--- src/hw/rtl/smpq_pkg.sv ---
// Shared types and constants for the sorted minimum priority queue.
// No dependencies; imported by smpq_cell and sorted_min_priority_queue.
package smpq_pkg;

    localparam int CAPACITY = 16;
    localparam int CNT_W    = $clog2(CAPACITY + 1);
    localparam int VAL_W    = 32;
    localparam int OCC_W    = 5;
    localparam int STAT_W   = 2;
    localparam int MDATA_W  = ((VAL_W + STAT_W + OCC_W + 7) / 8) * 8;

    localparam logic KIND_INSERT = 1'b0;
    localparam logic KIND_REMOVE = 1'b1;

    typedef enum logic [STAT_W-1:0] {
        ST_INSERTED = 2'd0,
        ST_REMOVED  = 2'd1,
        ST_EMPTY    = 2'd2,
        ST_FULL     = 2'd3
    } status_t;

    // Broadcast to every cell; insert/remove already gated by accept and full/empty.
    typedef struct packed {
        logic             insert;
        logic             remove;
        logic [VAL_W-1:0] value;
    } cell_cmd_t;

endpackage

--- src/hw/rtl/sorted_min_priority_queue.sv ---
// Sorted minimum priority queue: a row of CAPACITY cells kept in ascending order.
// Depends on smpq_pkg and smpq_cell.
//
// Input channel s_*: s_tuser is kind (0 insert, 1 remove), s_tdata the value.
// Result channel m_*: one item per input item carrying removed value, status
// (inserted, removed, empty on remove, full insert dropped) and occupancy.
// Every cell compares its entry with the insert value in parallel and shifts
// toward its right neighbor, or takes its right neighbor's entry on remove,
// so each item takes effect in the cycle it is accepted. The result is held
// in an output register and is presented in the cycle after it is accepted.
// Throughput is one item per cycle: s_tready stays high while the output
// register is empty or being drained, so the next item enters while the
// previous result is taken. When the receiver stalls, the held result keeps
// s_tready low until it is taken; no item is lost.
// Reset (aresetn low, synchronous) empties the queue and clears m_tvalid.
// Stored values need no clearing: only positions below the count are read.
// Equal values leave in arrival order.
module sorted_min_priority_queue
    import smpq_pkg::*;
(
    input  logic               aclk,
    input  logic               aresetn,
    input  logic               s_tvalid,
    output logic               s_tready,
    input  logic [VAL_W-1:0]   s_tdata,   // [31:0] value
    input  logic               s_tuser,   // [0] kind
    output logic               m_tvalid,
    input  logic               m_tready,
    output logic [MDATA_W-1:0] m_tdata    // [31:0] removed_value, [33:32] status,
                                          // [38:34] occupancy, [39] zero
);

    logic               accept;
    logic               full;
    logic               empty;
    cell_cmd_t          cmd;
    logic [CNT_W-1:0]   count_reg;
    logic [CNT_W-1:0]   count_next;
    logic               m_valid_reg;
    logic               m_valid_next;
    logic [MDATA_W-1:0] m_data_reg;
    logic [MDATA_W-1:0] m_data_next;
    logic [VAL_W-1:0]   res_value;
    status_t            res_status;

    logic [VAL_W-1:0]   cell_data [CAPACITY];
    logic               cell_keep [CAPACITY];
    logic               cell_occ  [CAPACITY];

    assign s_tready = !m_valid_reg || m_tready;
    assign accept   = s_tvalid && s_tready;
    assign full     = (count_reg == CNT_W'(CAPACITY));
    assign empty    = (count_reg == '0);

    assign cmd.insert = accept && (s_tuser == KIND_INSERT) && !full;
    assign cmd.remove = accept && (s_tuser == KIND_REMOVE) && !empty;
    assign cmd.value  = s_tdata;

    for (genvar i = 0; i < CAPACITY; i++) begin : g_cell
        logic             left_keep;
        logic [VAL_W-1:0] left_data;
        logic [VAL_W-1:0] right_data;

        assign cell_occ[i] = (CNT_W'(i) < count_reg);
        if (i == 0) begin : g_first
            assign left_keep = 1'b1;
            assign left_data = '0;
        end else begin : g_mid
            assign left_keep = cell_keep[i-1];
            assign left_data = cell_data[i-1];
        end
        if (i == CAPACITY - 1) begin : g_last
            assign right_data = cell_data[i];
        end else begin : g_inner
            assign right_data = cell_data[i+1];
        end

        smpq_cell u_cell (
            .aclk       (aclk),
            .cmd        (cmd),
            .occupied   (cell_occ[i]),
            .left_keep  (left_keep),
            .left_data  (left_data),
            .right_data (right_data),
            .keep       (cell_keep[i]),
            .data       (cell_data[i])
        );
    end

    always_comb begin
        count_next = count_reg;
        if (cmd.insert) begin
            count_next = count_reg + CNT_W'(1);
        end else if (cmd.remove) begin
            count_next = count_reg - CNT_W'(1);
        end
    end

    always_comb begin
        res_value  = '0;
        res_status = ST_INSERTED;
        if (s_tuser == KIND_REMOVE) begin
            if (empty) begin
                res_value  = '1;
                res_status = ST_EMPTY;
            end else begin
                res_value  = cell_data[0];
                res_status = ST_REMOVED;
            end
        end else if (full) begin
            res_status = ST_FULL;
        end
    end

    always_comb begin
        m_valid_next = m_valid_reg;
        m_data_next  = m_data_reg;
        if (accept) begin
            m_valid_next = 1'b1;
            m_data_next  = '0;
            m_data_next[VAL_W-1:0]                    = res_value;
            m_data_next[VAL_W+STAT_W-1:VAL_W]         = res_status;
            m_data_next[VAL_W+STAT_W+OCC_W-1:VAL_W+STAT_W] = OCC_W'(count_next);
        end else if (m_tready) begin
            m_valid_next = 1'b0;
        end
    end

    always_ff @(posedge aclk) begin
        if (!aresetn) begin
            count_reg   <= '0;
            m_valid_reg <= 1'b0;
        end else begin
            count_reg   <= count_next;
            m_valid_reg <= m_valid_next;
        end
    end

    always_ff @(posedge aclk) begin
        m_data_reg <= m_data_next;
    end

    assign m_tvalid = m_valid_reg;
    assign m_tdata  = m_data_reg;

`ifndef NO_ASSERTIONS
    a_count_bound: assert property (@(posedge aclk) disable iff (!aresetn)
        count_reg <= CNT_W'(CAPACITY))
        else $error("entry count above capacity");

    a_insert_grows: assert property (@(posedge aclk) disable iff (!aresetn)
        cmd.insert |=> count_reg == $past(count_reg) + CNT_W'(1))
        else $error("insert did not grow count");

    a_remove_head: assert property (@(posedge aclk) disable iff (!aresetn)
        cmd.remove |=> m_tvalid && m_tdata[VAL_W-1:0] == $past(cell_data[0]))
        else $error("removed item is not the head cell");

    a_head_sorted: assert property (@(posedge aclk) disable iff (!aresetn)
        cell_occ[1] |-> $signed(cell_data[0]) <= $signed(cell_data[1]))
        else $error("head cells out of order");
`endif

endmodule

--- src/hw/rtl/smpq_cell.sv ---
// One position of the sorted row: holds a value, compares it with the broadcast
// insert value and shifts left or right with its neighbors. Depends on smpq_pkg.
module smpq_cell
    import smpq_pkg::*;
(
    input  logic             aclk,
    input  cell_cmd_t        cmd,
    input  logic             occupied,
    input  logic             left_keep,
    input  logic [VAL_W-1:0] left_data,
    input  logic [VAL_W-1:0] right_data,
    output logic             keep,
    output logic [VAL_W-1:0] data
);

    logic [VAL_W-1:0] data_reg;
    logic [VAL_W-1:0] data_next;

    // keep: this entry is occupied and <= new value (signed), so it stays put on insert
    assign keep = occupied && ($signed(data_reg) <= $signed(cmd.value));
    assign data = data_reg;

    always_comb begin
        data_next = data_reg;
        if (cmd.insert) begin
            if (keep) begin
                data_next = data_reg;
            end else if (left_keep) begin
                data_next = cmd.value;
            end else begin
                data_next = left_data;
            end
        end else if (cmd.remove) begin
            data_next = right_data;
        end
    end

    always_ff @(posedge aclk) begin
        data_reg <= data_next;
    end

endmodule
--- config.mk ---
export PLATFORM = sky130hd
export DESIGN_NAME = sorted_min_priority_queue
export DESIGN_NICKNAME = d
export VERILOG_FILES = /design/src/hw/rtl/smpq_pkg.sv /design/src/hw/rtl/sorted_min_priority_queue.sv /design/src/hw/rtl/smpq_cell.sv
export SDC_FILE = /design/constraint.sdc
export NUM_CORES = 2
export LEC_CHECK = 0
export ABC_AREA = 1
export BUFFER_PORTS_ARGS = -buffer_cell sky130_fd_sc_hd__buf_2
export CAP_MARGIN = 25
export CORE_MARGIN = 2
export CORE_UTILIZATION = 45
export CTS_CLUSTER_DIAMETER = 150
export DETAILED_ROUTE_END_ITERATION = 10
export SLEW_MARGIN = 20
export SYNTH_ARGS = -nofsm -noshare
export SYNTH_HDL_FRONTEND = slang
export SYNTH_SLANG_ARGS = --single-unit
--- constraint.sdc ---
create_clock -name aclk -period 4.7 [get_ports aclk]
set_clock_uncertainty 0.2 [all_clocks]
set_input_delay 0.94 -clock aclk [delete_from_list [all_inputs] [get_ports aclk]]
set_output_delay 0.94 -clock aclk [all_outputs]
set_load 0.03 [all_outputs]
; Yosys cells after proc, flatten, opt, wreduce, memory -nomap -nowiden
; Index checks and enable logic that the tools add are counted.
[classes]
n_lt_le_gt_ge = 32
bitwise = 2
n_addsub = 2
n_reduce_logical = 44
n_mux = 68
n_eq_ne = 16
[op_table]
columns = op, n
row1 = $mux W32, 61
row2 = $le A32 B32 Y1, 16
row3 = $lt A4 B5 Y1 const A, 8
row4 = $reduce_and A2 Y1, 16
row5 = $ne A2 B2 Y1 const B, 15
row6 = $logic_and A1 B1 Y1, 21
row7 = $lt A3 B5 Y1 const A, 4
row8 = $lt A1 B5 Y1 const A, 2
row9 = $lt A2 B5 Y1 const A, 2
row10 = $mux W5, 2
row11 = $mux W2, 3
row12 = $add A5 B1 Y5 const B, 1
row13 = $eq A5 B5 Y1 const B, 1
row14 = $logic_not A5 Y1, 1
row15 = $sub A5 B1 Y5 const B, 1
row16 = $reduce_bool A2 Y1, 2
row17 = $logic_not A1 Y1, 3
row18 = $mux W1, 2
row19 = $not A1 Y1, 2
row20 = $logic_or A1 B1 Y1, 1
[word_totals]
out_inout_bits = 42
register_bits = 557
elab_cells = 184
input_bits = 37

; Depth between registers and ports, before layout
[depth]
word_depth = 7
depth_mapped = 21
ltp_nobuf = 20

; Hierarchy
; Synthesis repeated with hierarchy kept, for this count alone.
[hier_totals]
hier_cells = 5412
area_unflattened_um2 = 42001.5
[by_module_without_submodules]
columns = mod, seq_area_each_um2, cells_each, n_inst, area_each_um2
row1 = smpq_cell (g_cell[0].u_cell ...), 960.9, 325, 15, 2496.1
row2 = smpq_cell (g_cell[15].u_cell), 960.9, 320, 1, 2481.1
row3 = sorted_min_priority_queue, 1291.2, 217, 1, 2078.2

; Worst setup path before layout
; No wires, ideal clock.
[synth_path]
path_kind = input port to flip-flop
start = in m_tready
end = reg g_cell[15].u_cell.data_reg[0], enable pin
stages = 8
setup_slack_ns = -0.268
setup_ns = 0.432
arrival_ns = 4.337
n_path_buf = 2
required_ns = 4.068
path_cell_list = inv_1 -> nand2_1 -> nand2_1 -> inv_1 -> nand2_4 -> buf_4 -> clkbuf_1 -> a21oi_1
[synth_between]
elab_chain_cells = 5
[synth_lines]
columns = item, line
row1 = "start, declared", sorted_min_priority_queue.sv:28  ; input logic m_tready,
row2 = $logic_or A1 B1 Y1, sorted_min_priority_queue.sv:50  ; assign s_tready = !m_valid_reg || m_tready;
row3 = named net s_tready, sorted_min_priority_queue.sv:24  ; output logic s_tready,
row4 = $logic_and A1 B1 Y1, sorted_min_priority_queue.sv:51  ; assign accept = s_tvalid && s_tready;
row5 = named net accept, sorted_min_priority_queue.sv:33  ; logic accept;
row6 = $logic_and A1 B1 Y1 (2 in a row), sorted_min_priority_queue.sv:55  ; assign cmd.insert = accept && (s_tuser == KIND_INSERT) && !full;
row7 = $reduce_and A2 Y1 (no line), n/a
row8 = "end signal, assigned", smpq_cell.sv:39  ; data_reg <= data_next;
row9 = "end, declared", smpq_cell.sv:16  ; logic [VAL_W-1:0] data_reg;
; The timed path passes the listed nets, and every way through them passes these cells.
; A chain may end at the register's enable or synchronous reset.

; Worst setup path after layout
[layout_path]
start = in s_tdata[13]
end = reg g_cell[14].u_cell.data_reg[8], enable pin
[layout_between]
elab_chain_cells = 4
[layout_lines]
columns = item, line
row1 = "start, declared", sorted_min_priority_queue.sv:25  ; input logic [VAL_W-1:0] s_tdata,
row2 = $le A32 B32 Y1, smpq_cell.sv:20  ; assign keep = occupied && ($signed(data_reg) <= $signed(cmd.value));
row3 = $logic_and A1 B1 Y1, smpq_cell.sv:20
row4 = $ne A2 B2 Y1 (no line), n/a
row5 = $reduce_and A2 Y1 (no line), n/a
row6 = "end signal, assigned", smpq_cell.sv:39
row7 = "end, declared", smpq_cell.sv:16
; No other way between the ends.

==> qor.txt <==
Final Max Tran Viols = 0
Hold Buf Count CTS = 0
Ports = 79
max reg flops = 512
hold path depth = 2
Final Hold Viols = 0
DRT iter0 DRCs = 2565
largest net degree at the start of global routing = 161
unrepaired setup endpoints after global routing = false
FP Rows = 111
Synth area leaders = edfxtp_1 40%, nand2_1 27%, ha_1 16%
Setup TNS = 0 ns
slew margin rel. = 0.3858
# diodes = 0
drt first pass iters = 6
RR Startpoint = count_reg[0]$_SDFF_PN0_
routability congestion estimate = 0.8820
final wirelength = 121.4 mm
status = completed
vias after detailed routing = 34720
Resize count post-CTS = 0
Global Route Usage Sum = 0.2554
Max FO, Critical Path = 32
Max Cap Violations = 0
EDFF count, synth = 551
Syn Std Cell Area = 41310 sq um
Synth cell types = 40
antenna violations before repair = 0
DR vias/cell = 5.060
Mapped Cells = 5562
fraction of layout cells with a size suffix above 1 = 0.05725
Synth Flop Type = edfxtp_1
endpoint class of the critical path = flop
syn nets = 6114
Die ar. = 94230 sq um
Worst Path Required = 4.81 ns
ys async rst share = 0
R2R depth = 12
Seq/Total Area, Yosys = 0.4035
Min-Delay Endpoint = m_tvalid$_SDFFE_PN0P_
CTS tree = built
Inserted Clock Buffers = 69
Critical Setup Path Class = in -> reg
Die H = 307.0 um
worst path arrival time = 4.03 ns
fin nets = 6182
final core occ = 0.4970
leak pwr = 25.77 nW
antenna viol nets, final = 0
GRT Residual Overflow = 0
HPWL after DPL = 91.38 mm
total core area = 91250 sq um
Worst VDD drop = 232.4 uV
Area Overhead vs Synth = 9.793%
average cell area after synthesis = 7.427 sq um
Yosys top cell area share = 0.4006
most area-hungry cell type in the Yosys netlist = edfxtp_1
Hold Path Origin = m_tvalid$_SDFFE_PN0P_
Die Wd = 307.0 um
root buffer cell = clkbuf_16
clock sink total = 557
H-tree depth = 3
Clk Latency, worst-skew pair = 0.63 ns
r2r endpoint = g_cell[0].u_cell.data[0]$_DFFE_PP_
Clock Pin Slew Worst Setup and Hold Paths = 0.06 ns
worst reg2reg setup slack = 0.82 ns
Tmin final = 3.921 ns
first-pass GRT wire length = 189.7 mm
Period Utilization, post-route = 0.8342
CP startpoint kind = input port
postcts setup bufs = 0
FMAX = 255.0 MHz
Synth Register Bits = 557
CTS max path bufs = 3
DRC = 0
vias in the first global route = 33910
power per standard cell area = 352.4 nW/um^2
post-DR wirelength/cell = 17.69 um
Hold Path Class = reg -> reg
# port buffers = 77
Starting Density = 0.4527
Syn. warnings = 0
filler cell count = 9067
Setup Viol. Count Final = 0
Worst Tran Pin Value = 0.9191 ns
[worst max-delay path: stages]
cell	delay (ns)
buf_2	0.15
inv_1	0.59
ha_1	0.28
nand4_1	0.12
nor3_1	0.58
nand2_1	0.11
nand2_1	0.20
nand2_1	0.11
nand3_1	0.11
nand3_2	0.16
nand2_1	0.17
nand2_1	0.07
nand2_1	0.13
buf_12	0.26
[cell families after synthesis]
group | count (synthesis) | share of synthesized area
AOI/OAI and AO/OA | 412 | 0.05340
xor gates and xnor gates | 3 | 0.0006362
adders and majority gates | 515 | 0.1560
buffers and inverters | 829 | 0.08236
DFF | 557 | 0.4035
other | 1 | 0.00009078
and+or+nand+nor | 3245 | 0.3041
[worst max path at each step]
| stage | end | startpoint | depth (start not counted) |
|---|---|---|---|
| finish | g_cell[14].u_cell.data[8]$_DFFE_PP_ | s_tdata[13] | 14 |
| global route | g_cell[5].u_cell.data[0]$_DFFE_PP_ | count_reg[0]$_SDFF_PN0_ | 14 |
| CTS | g_cell[14].u_cell.data[1]$_DFFE_PP_ | s_tdata[13] | 14 |
| detailed placement | g_cell[14].u_cell.data[2]$_DFFE_PP_ | s_tdata[13] | 14 |
| global placement | g_cell[14].u_cell.data[3]$_DFFE_PP_ | s_tdata[9] | 14 |
| floorplan | g_cell[11].u_cell.data[0]$_DFFE_PP_ | m_tready | 10 |
[area by class of cell]
class,instances,area (sq um),share of cell area
multi-input combinational,4176,21270,0.4691
clock inverter,31,211.5,0.004662
tap,1186,1484,0.03272
sequential,557,16670,0.3675
clock buffer,87,1837,0.04050
inverter,636,2390,0.05269
timing repair buffer,190,1491,0.03289
[metal layers]
metal / vias to the layer above / global-route usage / wire [um]
li1: 17820 / - / -
met1: 15810 / 0.3489 / 56070
met2: 917 / 0.4224 / 55140
met3: 178 / 0.02619 / 6296
met4: 0 / 0.08894 / 3903
met5: - / 0 / 0
[Yosys cell counts, types with 2 or more instances]
| library cell | n |
|---|---|
| xor2_1 | 3 |
| a41oi_1 | 2 |
| buf_4 | 32 |
| inv_1 | 630 |
| clkbuf_1 | 56 |
| buf_6 | 6 |
| nand3_1 | 83 |
| buf_2 | 98 |
| nor3_2 | 2 |
| o21a_1 | 30 |
| nor3b_2 | 2 |
| nand2_1 | 2924 |
| nand2_2 | 26 |
| nand2_4 | 2 |
| nor4_2 | 5 |
| edfxtp_1 | 551 |
| o21ai_1 | 2 |
| nor2_1 | 152 |
| ha_1 | 515 |
| o21ai_0 | 86 |
| inv_2 | 4 |
| dfxtp_1 | 6 |
| nor3_1 | 5 |
| nand4_1 | 39 |
| a21o_1 | 20 |
| a21oi_1 | 267 |
[layout by cell type (no fill, tap or decap), drive strengths merged]
cell | netlist | routed
nand3 | 84 | 84
nand3b | 1 | 1
nor4 | 6 | 6
a21oi | 267 | 267
clkbuf | 56 | 87
or2 | 1 | 1
o21a | 30 | 30
nand4 | 39 | 39
bufinv | 0 | 2
dfxtp | 6 | 6
a41oi | 2 | 2
clkinv | 1 | 23
nor3b | 2 | 2
buf | 137 | 190
inv | 635 | 640
nor3 | 7 | 7
ha | 515 | 515
and2 | 1 | 1
clkinvlp | 0 | 2
a21o | 20 | 20
a31oi | 1 | 1
xor2 | 3 | 3
o31ai | 1 | 1
o21ai | 89 | 89
edfxtp | 551 | 551
o21bai | 1 | 1
nand2 | 2952 | 2952
nor2 | 152 | 152
conb | 1 | 1
o22ai | 1 | 1
[power by group]
group / leakage [nW] / switching, mW / internal (mW)
clock: 0.998 / 2.23 / 2.87
combinational: 19.5 / 2.71 / 1.41
sequential: 5.27 / 0.445 / 6.32
[per-stage QoR]
step / cell area (sq um) / setup slack, ns / power [mW] / instances / hold slack, ns
after floorplan: 41310 / 0.4332 / 9.658 / 5562 / 0.3197
after global placement: 43290 / 0.2848 / 10.84 / 6744 / 0.2959
after detailed placement: 43300 / 0.1881 / 10.95 / 6745 / 0.3004
after CTS: 45350 / 0.8302 / 16.07 / 6863 / 0.3083
after global routing: 45350 / 0.6110 / 16.94 / 6863 / 0.3412
final: 45350 / 0.7792 / 15.98 / 6863 / 0.3121
(Power assumes the default switching activity.)
